`config.mk`:
```
export PLATFORM = sky130hd
export DESIGN_NAME = grid_nearest_point_window_search
export DESIGN_NICKNAME = d
export VERILOG_FILES = /design/src/design/gnp_pkg.sv /design/src/design/gnp_occ_mem.sv /design/src/design/gnp_col_eval.sv /design/src/design/grid_nearest_point_window_search.sv
export SDC_FILE = /design/constraint.sdc
export NUM_CORES = 2
export LEC_CHECK = 0
export BUFFER_PORTS_ARGS = -buffer_cell sky130_fd_sc_hd__buf_2
export CAP_MARGIN = 20
export CORE_AREA = 2 2 776 778
export DETAILED_ROUTE_END_ITERATION = 6
export DIE_AREA = 0 0 778 780
export PLACE_DENSITY_LB_ADDON = 0.08
export SETUP_SLACK_MARGIN = 0.4
export SLEW_MARGIN = 10
export SYNTH_ARGS = -nofsm -noshare
export SYNTH_HDL_FRONTEND = slang
export SYNTH_SLANG_ARGS = --single-unit
```
`constraint.sdc`:
```
create_clock -name aclk -period 8.2 [get_ports aclk]
set_input_delay 2.46 -clock aclk [delete_from_list [all_inputs] [get_ports aclk]]
set_output_delay 2.46 -clock aclk [all_outputs]
set_load 0.005 [all_outputs]
```
`src/design/gnp_pkg.sv`:
```
// ----------------------------------------------------------------------------
// gnp_pkg: shared definitions for the grid nearest-point window search
// Widths, command and register codes, pipeline structs and bit-search helpers.
// ----------------------------------------------------------------------------
package gnp_pkg;

    // Grid geometry
    localparam int COORD_W   = 6;
    localparam int GRID_SIZE = 1 << COORD_W;
    localparam int SCOORD_W  = COORD_W + 2;     // signed window bounds
    localparam int DIST_W    = 2 * COORD_W + 1; // squared distance
    localparam int HEAD_W    = 10;
    localparam int CMD_W     = 2;
    localparam int COUNT_W   = 13;
    localparam int CFG_W     = 6;
    localparam int CFG_IDX_W = 1;

    // Commands
    localparam logic [CMD_W-1:0] CMD_ADD    = 2'd0;
    localparam logic [CMD_W-1:0] CMD_REMOVE = 2'd1;
    localparam logic [CMD_W-1:0] CMD_SEARCH = 2'd2;

    // Configuration register indexes and reset values
    localparam logic [CFG_IDX_W-1:0] REG_SIDE_DIST = 1'b0;
    localparam logic [CFG_IDX_W-1:0] REG_FWD_DIST  = 1'b1;
    localparam logic [CFG_W-1:0]     SIDE_RESET    = 6'd5;
    localparam logic [CFG_W-1:0]     FWD_RESET     = 6'd10;

    // Heading quadrants
    localparam logic [HEAD_W-1:0] HEAD_ROUND = 10'd128;
    localparam logic [1:0] QUAD_XPOS = 2'd0;
    localparam logic [1:0] QUAD_YPOS = 2'd1;
    localparam logic [1:0] QUAD_XNEG = 2'd2;
    localparam logic [1:0] QUAD_YNEG = 2'd3;

    typedef logic [COORD_W-1:0]          coord_t;
    typedef logic signed [SCOORD_W-1:0]  scoord_t;
    typedef logic [GRID_SIZE-1:0]        row_t;

    // Column issued to the memory, aligned with its read data
    typedef struct packed {
        logic   vld;
        coord_t x;
        coord_t dx;
    } col_meta_t;

    // Nearest marked cell of one column
    typedef struct packed {
        logic   vld;
        logic   hit;
        coord_t x;
        coord_t y;
        coord_t dx;
        coord_t dy;
    } cand_t;

    typedef struct packed {
        logic   hit;
        coord_t idx;
    } bit_pos_t;

    // Index of the lowest set bit: isolate it, then encode the one-hot word
    function automatic bit_pos_t lowest_set(row_t w);
        row_t     iso;
        bit_pos_t r;
        iso   = w & (~w + 1'b1);
        r.hit = |w;
        r.idx = '0;
        for (int i = 0; i < GRID_SIZE; i++) begin
            if (iso[i]) begin
                r.idx = r.idx | COORD_W'(i);
            end
        end
        return r;
    endfunction

    // Index of the highest set bit, through the reversed word
    function automatic bit_pos_t highest_set(row_t w);
        row_t     rv;
        bit_pos_t r;
        for (int i = 0; i < GRID_SIZE; i++) begin
            rv[i] = w[GRID_SIZE-1-i];
        end
        r     = lowest_set(rv);
        r.idx = COORD_W'(GRID_SIZE - 1) - r.idx;
        return r;
    endfunction

endpackage

```
`src/design/gnp_occ_mem.sv`:
```
// ----------------------------------------------------------------------------
// gnp_occ_mem: occupancy bitmap store
// One row word per x column, bit y marks cell (x, y). Registered read, one
// write port, and a valid bit per row so that unwritten rows read as empty.
// ----------------------------------------------------------------------------
module gnp_occ_mem (
    input  logic            aclk,
    input  logic            aresetn,
    input  logic            rd_en,
    input  gnp_pkg::coord_t rd_addr,
    output gnp_pkg::row_t   rd_data,
    input  logic            wr_en,
    input  gnp_pkg::coord_t wr_addr,
    input  gnp_pkg::row_t   wr_data
);
    import gnp_pkg::*;

    row_t                 occ_mem [GRID_SIZE];
    row_t                 rd_q_reg;
    logic                 rd_ok_reg;
    logic [GRID_SIZE-1:0] row_vld_reg;

    // Write port
    always_ff @(posedge aclk) begin
        if (wr_en) begin
            occ_mem[wr_addr] <= wr_data;
        end
    end

    // Read port
    always_ff @(posedge aclk) begin
        if (rd_en) begin
            rd_q_reg <= occ_mem[rd_addr];
        end
    end

    // Track written rows; reset empties the grid at once
    always_ff @(posedge aclk) begin
        if (!aresetn) begin
            row_vld_reg <= '0;
            rd_ok_reg   <= 1'b0;
        end else begin
            if (wr_en) begin
                row_vld_reg[wr_addr] <= 1'b1;
            end
            if (rd_en) begin
                rd_ok_reg <= row_vld_reg[rd_addr];
            end
        end
    end

    assign rd_data = rd_ok_reg ? rd_q_reg : '0;

endmodule

```
`src/design/gnp_col_eval.sv`:
```
// ----------------------------------------------------------------------------
// gnp_col_eval: column evaluation stage
// Masks one row word to the window's y span and picks the marked cell nearest
// the searcher row, lower y first on a tie. Result is registered.
// ----------------------------------------------------------------------------
module gnp_col_eval (
    input  logic               aclk,
    input  logic               aresetn,
    input  gnp_pkg::col_meta_t meta_in,
    input  gnp_pkg::row_t      row_in,
    input  gnp_pkg::coord_t    py,
    input  gnp_pkg::scoord_t   ylo,
    input  gnp_pkg::scoord_t   yhi,
    output gnp_pkg::cand_t     cand_out
);
    import gnp_pkg::*;

    row_t     dn_mask;
    row_t     up_mask;
    bit_pos_t dn_pos;
    bit_pos_t up_pos;
    coord_t   dy_dn;
    coord_t   dy_up;
    cand_t    cand_next;
    cand_t    cand_reg;

    // Split the window span at the searcher row
    always_comb begin
        for (int i = 0; i < GRID_SIZE; i++) begin
            dn_mask[i] = (SCOORD_W'(i) >= ylo) && (COORD_W'(i) <= py);
            up_mask[i] = (COORD_W'(i) > py) && (SCOORD_W'(i) <= yhi);
        end
    end

    assign dn_pos = highest_set(row_in & dn_mask);
    assign up_pos = lowest_set(row_in & up_mask);
    assign dy_dn  = py - dn_pos.idx;
    assign dy_up  = up_pos.idx - py;

    // Pick the nearer side; the lower row wins a tie
    always_comb begin
        cand_next.vld = meta_in.vld;
        cand_next.hit = dn_pos.hit || up_pos.hit;
        cand_next.x   = meta_in.x;
        cand_next.dx  = meta_in.dx;
        if (dn_pos.hit && (!up_pos.hit || (dy_dn <= dy_up))) begin
            cand_next.y  = dn_pos.idx;
            cand_next.dy = dy_dn;
        end else begin
            cand_next.y  = up_pos.idx;
            cand_next.dy = dy_up;
        end
    end

    always_ff @(posedge aclk) begin
        if (!aresetn) begin
            cand_reg.vld <= 1'b0;
        end else begin
            cand_reg <= cand_next;
        end
    end

    assign cand_out = cand_reg;

endmodule

```
`src/design/grid_nearest_point_window_search.sv`:
```
// ----------------------------------------------------------------------------
// grid_nearest_point_window_search: occupancy grid with nearest-point search
// Keeps a 64 x 64 bitmap of marked cells and their count; returns the nearest
// marked cell inside a heading-dependent window.
// ----------------------------------------------------------------------------
// Usage:
//   Input channel s_*: one request per command (add, remove, search) with the
//   point or searcher position and heading. Output channel m_*: exactly one
//   result per request, in order. Config writes (cfg_*) set the window side
//   and forward distance; the user makes them only while no request is in
//   flight, and the block itself does not enforce that.
// Sequencing:
//   One request at a time. Add and remove read the column word, write it
//   back and load the output register. Search reads each window column
//   inside the grid (up to 2*side+1 or forward+1, at most 64): the bitmap
//   memory delivers one column word per cycle, followed by a two-stage
//   column evaluation and distance compare.
// Reset:
//   Synchronous, active low. Empties the grid, zeroes the count, restores side
//   5 and forward 10, and drops any pending result.
// Stall:
//   A finished result waits in the output register; the next request is
//   accepted and processed meanwhile and is held back only if it finishes
//   before the receiver takes the waiting result.
// ----------------------------------------------------------------------------
module grid_nearest_point_window_search (
    input  logic                             aclk,
    input  logic                             aresetn,
    input  logic                             cfg_wr_en,
    input  logic [gnp_pkg::CFG_IDX_W-1:0]    cfg_index,
    input  logic [gnp_pkg::CFG_W-1:0]        cfg_wdata,
    input  logic                             s_valid,
    output logic                             s_ready,
    input  logic [gnp_pkg::CMD_W-1:0]        s_cmd,
    input  logic [gnp_pkg::COORD_W-1:0]      s_x_coord,
    input  logic [gnp_pkg::COORD_W-1:0]      s_y_coord,
    input  logic [gnp_pkg::HEAD_W-1:0]       s_heading,
    output logic                             m_valid,
    input  logic                             m_ready,
    output logic                             m_found,
    output logic [gnp_pkg::COORD_W-1:0]      m_found_x,
    output logic [gnp_pkg::COORD_W-1:0]      m_found_y,
    output logic [gnp_pkg::COUNT_W-1:0]      m_point_count
);
    import gnp_pkg::*;

    localparam logic [2:0] ST_IDLE  = 3'd0;
    localparam logic [2:0] ST_RD    = 3'd1;
    localparam logic [2:0] ST_WR    = 3'd2;
    localparam logic [2:0] ST_SCAN  = 3'd3;
    localparam logic [2:0] ST_DRAIN = 3'd4;
    localparam logic [2:0] ST_DONE  = 3'd5;

    logic [2:0]         state_reg, state_next;
    logic [CMD_W-1:0]   cmd_reg, cmd_next;
    coord_t             px_reg, px_next;
    coord_t             py_reg, py_next;
    logic [CFG_W-1:0]   side_reg;
    logic [CFG_W-1:0]   fwd_reg;
    logic [COUNT_W-1:0] count_reg, count_next;
    coord_t             xcur_reg, xcur_next;
    coord_t             xend_reg, xend_next;
    scoord_t            ylo_reg, ylo_next;
    scoord_t            yhi_reg, yhi_next;
    col_meta_t          meta_reg, meta_next;
    logic               best_found_reg, best_found_next;
    coord_t             best_x_reg, best_x_next;
    coord_t             best_y_reg, best_y_next;
    logic [DIST_W-1:0]  best_d_reg, best_d_next;
    logic               m_valid_reg, m_valid_next;
    logic               m_found_reg, m_found_next;
    coord_t             m_found_x_reg, m_found_x_next;
    coord_t             m_found_y_reg, m_found_y_next;
    logic [COUNT_W-1:0] m_point_count_reg, m_point_count_next;

    logic              s_fire;
    logic [HEAD_W-1:0] head_sum;
    logic [1:0]        quad;
    scoord_t           spx, spy, sside, sfwd;
    scoord_t           xl, xr, dn_span, up_span;
    coord_t            x_start, x_stop;

    logic              rd_en;
    coord_t            rd_addr;
    row_t              rd_data;
    logic              wr_en;
    row_t              wr_data;
    row_t              cell_bit;
    cand_t             cand;
    logic [2*COORD_W-1:0] dx_sq, dy_sq;
    logic [DIST_W-1:0] cand_dist;

    assign s_ready = (state_reg == ST_IDLE);
    assign s_fire  = s_valid && s_ready;

    // Window setup from the incoming request
    assign head_sum = s_heading + HEAD_ROUND;
    assign quad     = head_sum[HEAD_W-1:HEAD_W-2];
    assign spx      = scoord_t'({2'b00, s_x_coord});
    assign spy      = scoord_t'({2'b00, s_y_coord});
    assign sside    = scoord_t'({2'b00, side_reg});
    assign sfwd     = scoord_t'({2'b00, fwd_reg});

    always_comb begin
        case (quad)
            QUAD_XPOS: begin
                xl = spx;         xr = spx + sfwd;
                dn_span = sside;  up_span = sside;
            end
            QUAD_YPOS: begin
                xl = spx - sside; xr = spx + sside;
                dn_span = '0;     up_span = sfwd;
            end
            QUAD_XNEG: begin
                xl = spx - sfwd;  xr = spx;
                dn_span = sside;  up_span = sside;
            end
            default: begin
                xl = spx - sside; xr = spx + sside;
                dn_span = sfwd;   up_span = '0;
            end
        endcase
    end

    // Clip the column range to the grid
    assign x_start = (xl < 0) ? '0 : xl[COORD_W-1:0];
    assign x_stop  = (xr > scoord_t'(GRID_SIZE - 1)) ? coord_t'(GRID_SIZE - 1)
                                                      : xr[COORD_W-1:0];

    // Squared distance of the column candidate
    assign dx_sq     = {{COORD_W{1'b0}}, cand.dx} * {{COORD_W{1'b0}}, cand.dx};
    assign dy_sq     = {{COORD_W{1'b0}}, cand.dy} * {{COORD_W{1'b0}}, cand.dy};
    assign cand_dist = {1'b0, dx_sq} + {1'b0, dy_sq};

    assign cell_bit = row_t'(1) << py_reg;

    // Configuration registers
    always_ff @(posedge aclk) begin
        if (!aresetn) begin
            side_reg <= SIDE_RESET;
            fwd_reg  <= FWD_RESET;
        end else if (cfg_wr_en) begin
            case (cfg_index)
                REG_SIDE_DIST: side_reg <= cfg_wdata;
                REG_FWD_DIST:  fwd_reg  <= cfg_wdata;
                default: ;
            endcase
        end
    end

    // Sequencer, read-modify-write and search sweep
    always_comb begin
        state_next         = state_reg;
        cmd_next           = cmd_reg;
        px_next            = px_reg;
        py_next            = py_reg;
        count_next         = count_reg;
        xcur_next          = xcur_reg;
        xend_next          = xend_reg;
        ylo_next           = ylo_reg;
        yhi_next           = yhi_reg;
        meta_next.vld      = 1'b0;
        meta_next.x        = xcur_reg;
        meta_next.dx       = (px_reg > xcur_reg) ? (px_reg - xcur_reg)
                                                 : (xcur_reg - px_reg);
        best_found_next    = best_found_reg;
        best_x_next        = best_x_reg;
        best_y_next        = best_y_reg;
        best_d_next        = best_d_reg;
        m_valid_next       = m_valid_reg && !m_ready;
        m_found_next       = m_found_reg;
        m_found_x_next     = m_found_x_reg;
        m_found_y_next     = m_found_y_reg;
        m_point_count_next = m_point_count_reg;
        rd_en              = 1'b0;
        rd_addr            = px_reg;
        wr_en              = 1'b0;
        wr_data            = rd_data;

        // Keep the first strictly nearer candidate in scan order
        if (cand.vld && cand.hit && (!best_found_reg || (cand_dist < best_d_reg))) begin
            best_found_next = 1'b1;
            best_x_next     = cand.x;
            best_y_next     = cand.y;
            best_d_next     = cand_dist;
        end

        case (state_reg)
            ST_IDLE: begin
                if (s_fire) begin
                    cmd_next        = s_cmd;
                    px_next         = s_x_coord;
                    py_next         = s_y_coord;
                    xcur_next       = x_start;
                    xend_next       = x_stop;
                    ylo_next        = spy - dn_span;
                    yhi_next        = spy + up_span;
                    best_found_next = 1'b0;
                    best_x_next     = '0;
                    best_y_next     = '0;
                    best_d_next     = '0;
                    if (s_cmd inside {CMD_ADD, CMD_REMOVE}) begin
                        state_next = ST_RD;
                    end else if (s_cmd == CMD_SEARCH) begin
                        state_next = ST_SCAN;
                    end else begin
                        state_next = ST_DONE;
                    end
                end
            end
            ST_RD: begin
                rd_en      = 1'b1;
                state_next = ST_WR;
            end
            ST_WR: begin
                // Write back only when the cell changes
                if ((cmd_reg == CMD_ADD) && ((rd_data & cell_bit) == '0)) begin
                    wr_en      = 1'b1;
                    wr_data    = rd_data | cell_bit;
                    count_next = count_reg + 1'b1;
                end else if ((cmd_reg == CMD_REMOVE) && ((rd_data & cell_bit) != '0)) begin
                    wr_en      = 1'b1;
                    wr_data    = rd_data & ~cell_bit;
                    count_next = count_reg - 1'b1;
                end
                state_next = ST_DONE;
            end
            ST_SCAN: begin
                rd_en         = 1'b1;
                rd_addr       = xcur_reg;
                meta_next.vld = 1'b1;
                if (xcur_reg == xend_reg) begin
                    state_next = ST_DRAIN;
                end else begin
                    xcur_next = xcur_reg + 1'b1;
                end
            end
            ST_DRAIN: begin
                if (!meta_reg.vld && !cand.vld) begin
                    state_next = ST_DONE;
                end
            end
            ST_DONE: begin
                // Load the output register once it is free
                if (!m_valid_reg || m_ready) begin
                    m_valid_next       = 1'b1;
                    m_found_next       = (cmd_reg == CMD_SEARCH) && best_found_reg;
                    m_found_x_next     = (cmd_reg == CMD_SEARCH) ? best_x_reg : '0;
                    m_found_y_next     = (cmd_reg == CMD_SEARCH) ? best_y_reg : '0;
                    m_point_count_next = count_reg;
                    state_next         = ST_IDLE;
                end
            end
            default: begin
                state_next = ST_IDLE;
            end
        endcase
    end

    always_ff @(posedge aclk) begin
        if (!aresetn) begin
            state_reg      <= ST_IDLE;
            count_reg      <= '0;
            meta_reg.vld   <= 1'b0;
            best_found_reg <= 1'b0;
            m_valid_reg    <= 1'b0;
        end else begin
            state_reg      <= state_next;
            count_reg      <= count_next;
            meta_reg       <= meta_next;
            best_found_reg <= best_found_next;
            m_valid_reg    <= m_valid_next;
        end
    end

    always_ff @(posedge aclk) begin
        cmd_reg           <= cmd_next;
        px_reg            <= px_next;
        py_reg            <= py_next;
        xcur_reg          <= xcur_next;
        xend_reg          <= xend_next;
        ylo_reg           <= ylo_next;
        yhi_reg           <= yhi_next;
        best_x_reg        <= best_x_next;
        best_y_reg        <= best_y_next;
        best_d_reg        <= best_d_next;
        m_found_reg       <= m_found_next;
        m_found_x_reg     <= m_found_x_next;
        m_found_y_reg     <= m_found_y_next;
        m_point_count_reg <= m_point_count_next;
    end

    gnp_occ_mem u_occ_mem (
        .aclk    (aclk),
        .aresetn (aresetn),
        .rd_en   (rd_en),
        .rd_addr (rd_addr),
        .rd_data (rd_data),
        .wr_en   (wr_en),
        .wr_addr (px_reg),
        .wr_data (wr_data)
    );

    gnp_col_eval u_col_eval (
        .aclk     (aclk),
        .aresetn  (aresetn),
        .meta_in  (meta_reg),
        .row_in   (rd_data),
        .py       (py_reg),
        .ylo      (ylo_reg),
        .yhi      (yhi_reg),
        .cand_out (cand)
    );

    assign m_valid       = m_valid_reg;
    assign m_found       = m_found_reg;
    assign m_found_x     = m_found_x_reg;
    assign m_found_y     = m_found_y_reg;
    assign m_point_count = m_point_count_reg;

endmodule

```
==> impl_metrics.yaml <==
power:
  seq_power_share: 0.411
  netSwitchingFraction: 0.2973
  p_leak_nw: 67.86
  power.switching_mw: 18.55
  p_clk_frac: 0.361
  comb_power_share: 0.228
  power_density_nw_per_um2: 292.6
  vdd_drop_max_v: 0.0005218
  internal-power_mw: 43.85
clock_network:
  cts_sinks: 4386
  cts.root.buffer_cell: "clkbuf_16"
  cts_tree: "done"
  h-tree-depth: 6
  numCtsBuffers: 520
  clk_pin_slew_ns: 0.07
  ctsHoldBuffers: 0
  clockBufferDepth: 4
  clkLatencyLatePin_ns: 1.13
routing:
  wl_per_cell_um: 36.97
  num_vias: 101500
  dr.pass1.iters: 5
  via_per_inst: 5.393
  remaining_drc_errors: 0
  drt_iter0_drc: 9701
  postRouteAntennaNets: 0
  wl_um: 695600
timing:
  max-slew-margin-rel: 0.2368
  rsz0062_at_grt: "false"
  clock.fmax_mhz: 133.0
  fin_skew_ns: 0.1273
  finalHoldViolCount: 0
  final_max_slew_viol_count: 0
  setup_tns_ns: 0
  min_period_ns: 7.520
  setup_violations: 0
  timing.final.crit_share: 0.9171
  worst_pin_slew_ns: 1.142
synth:
  async_reset_ff_frac: 0
  yosysWarnings: 0
  ys_seq_area_frac: 0.7280
  synth-seq-cells: 4386
  synth.distinct_cells: 112
  yosysTopAreaCell: "edfxtp_1"
  postSynthAreaPerCell_um2: 18.53
  synth_top_area_frac: 0.7144
  syn_nets: 9850
  synthesis.area_um2: 179200
  synth-edff-count: 4264
  yosys_most_used_dff: "edfxtp_1"
  synthCells: 9671
  ys_top_cells_by_area: "edfxtp_1 71%, mux4_2 13%, nand2_1 1.5%"
layout:
  layout.cells.non_filler: 18810
  fill_cells: 56150
  layout_commonest_cell: "edfxtp_1"
  layout-drive-gt1-share: 0.2540
  ff_latch_area_um2: 130500
  utilization: 0.3557
  final_nets: 10540
  most-common-layout-cells: "4264 x edfxtp_1, 1041 x mux4_2, 731 x nand2_1, 530 x clkbuf_16, 487 x buf_4"
  final_cell_area_um2: 213200
  multi_input_area_um2: 46840
  syn2layout_area_growth_pct: 18.96
  largest_reg_flops: 4096
place:
  dp.cells: 17850
  postPlaceCellArea_um2: 196400
  io_buffers: 56
  dpl.hpwl_um: 423900
  globalplace.congestion: 0.9495
floorplan:
  core-area_um2: 599400
  boundaryPins: 64
  rows: 285
  start_util: 0.2990
  die_x_um: 778
  die_h_um: 780
  die_area_um2: 606800
global_route:
  grt_pass1_wl_um: 933700
  grt_max_degree: 99
  overflow: 0
  grt_pass1_vias: 103300
  grt_use_total: 0.2244
  antenna_found_initial: 66
critical_path:
  r2r_slack_ns: 0.68
  startpoint: "yhi_reg[5]$_DFFE_PP_"
  path_common_cell: "buf_4"
  cp-start-kind: "flop"
  critPathArrivalTime_ns: 8.35
  end_kind: "flop"
  crit_fanout: 10
  cp_slowest_cell: "edfxtp_1"
  cp-endpoint: "u_col_eval.cand_out[2]$_DFFE_PP_"
  rr_startpoint: "yhi_reg[5]$_DFFE_PP_"
  worst_r2r_path_depth: 28
  crit_required_ns: 9.03
  reg2reg_to: "u_col_eval.cand_out[2]$_DFFE_PP_"
  worst_path_largest_cell_delay_ns: 0.61
  critPathKind: "flop to flop"
status:
  status: "complete, no violations"
worst_hold_path:
  hold_class: "flop to flop"
run:
  drv_cap: 0
[power by group through the flow]
stage / combinational [mW] / sequential [mW] / clock [mW]
5_1_grt: 15.9 / 25.6 / 24.0
6_report: 14.2 / 25.6 / 22.5
3_5_place_dp: 14.4 / 26.1 / 0
3_3_place_gp: 14.6 / 26.1 / 0
2_1_floorplan: 9.29 / 25.8 / 0
4_1_cts: 14.5 / 25.6 / 23.1
[timing repair]
item / 4_1_cts / 5_1_grt
cloned: 0 / 0
pin swaps: 0 / 1
gates resized for setup: 0 / 8
endpoints found under the hold margin: 0 / 0
endpoints found under the setup margin: 1 / 11
buffers inserted: 5 / 13
[cells in the mapped netlist (all sizes together), types with 20 or more instances]
cell type and number:
a31oi 181, nor4 37, and3 20, o21a 80, mux2i 30, a211oi 351
ha 100, xnor2 42, nand3 140, clkbuf 409, mux4 1041, nand2 732
fa 43, a311oi 139, buf 209, a21o 56, nand4 27, o22ai 32
dfxtp 122, a21oi 309, o2111ai 20, nor2b 40, nand2b 23, o21ai 120
edfxtp 4264, inv 129, and2 326, nor2 151, nor3 130, or3 25
[layout make-up]
cell class,instances,area share
diodes,9,0.0001056
clock buffers,664,0.06480
clock inverters,263,0.01231
inverters,132,0.002324
multi-input cells,4535,0.2197
flip-flops and latches,4386,0.6120
well taps,8036,0.04716
repair buffers,789,0.04164
[through the flow]
| step | setup slack, ns | hold WS (ns) | total power [mW] |
|---|---|---|---|
| global placement | 0.06078 | 0.4041 | 40.68 |
| floorplan | 0.3083 | 0.4003 | 35.13 |
| detailed placement | 0.5069 | 0.4052 | 40.50 |
| CTS | 0.4384 | 0.4102 | 63.27 |
| finish | 0.6799 | 0.4104 | 62.40 |
| global route | 0.4047 | 0.4150 | 65.46 |
[layer usage]
metal	share of wire	up-vias	global-route usage
met5	0	-	0
met4	0.027	0	0.05482
met3	0.053	757	0.02905
li1	-	41250	-
met1	0.45	56220	0.3218
met2	0.47	3236	0.3624
[cell families after synthesis]
group | count (synthesis) | share of synthesized area
buffers and inverters | 750 | 0.01719
and+or+nand+nor | 1753 | 0.04893
AOI/OAI and AO/OA | 1492 | 0.05762
adders and majority gates | 143 | 0.01178
muxes | 1088 | 0.1336
xor gates and xnor gates | 59 | 0.002883
DFF | 4386 | 0.7280
[critical path: cells and delay by family, from the launching register on]
kind                     cells  cell delay, ns
adder cells (fa/ha/maj)      2            0.50
XOR/XNOR                     2            0.38
multiplexers                 1            0.31
flip-flops                   1            0.61
buffers and inverters        5            0.79
AND/OR/NAND/NOR             11            3.14
AO/OA/AOI/OAI                7            1.48
[worst min-delay path by stage]
stage	start	to	slack, ns	cells past startpoint
after detailed placement	meta_reg[1]$_DFFE_PP_	u_col_eval.cand_out[7]$_DFFE_PP_	0.41	0
after global routing	meta_reg[5]$_DFFE_PP_	u_col_eval.cand_out[11]$_DFFE_PP_	0.41	0
after floorplan	meta_reg[4]$_DFFE_PP_	u_col_eval.cand_out[10]$_DFFE_PP_	0.40	0
after CTS	meta_reg[5]$_DFFE_PP_	u_col_eval.cand_out[11]$_DFFE_PP_	0.41	0
after global placement	meta_reg[11]$_DFFE_PP_	u_col_eval.cand_out[23]$_DFFE_PP_	0.40	0
final	meta_reg[5]$_DFFE_PP_	u_col_eval.cand_out[11]$_DFFE_PP_	0.41	0
Note: power is estimated with default switching activity, not from simulation.
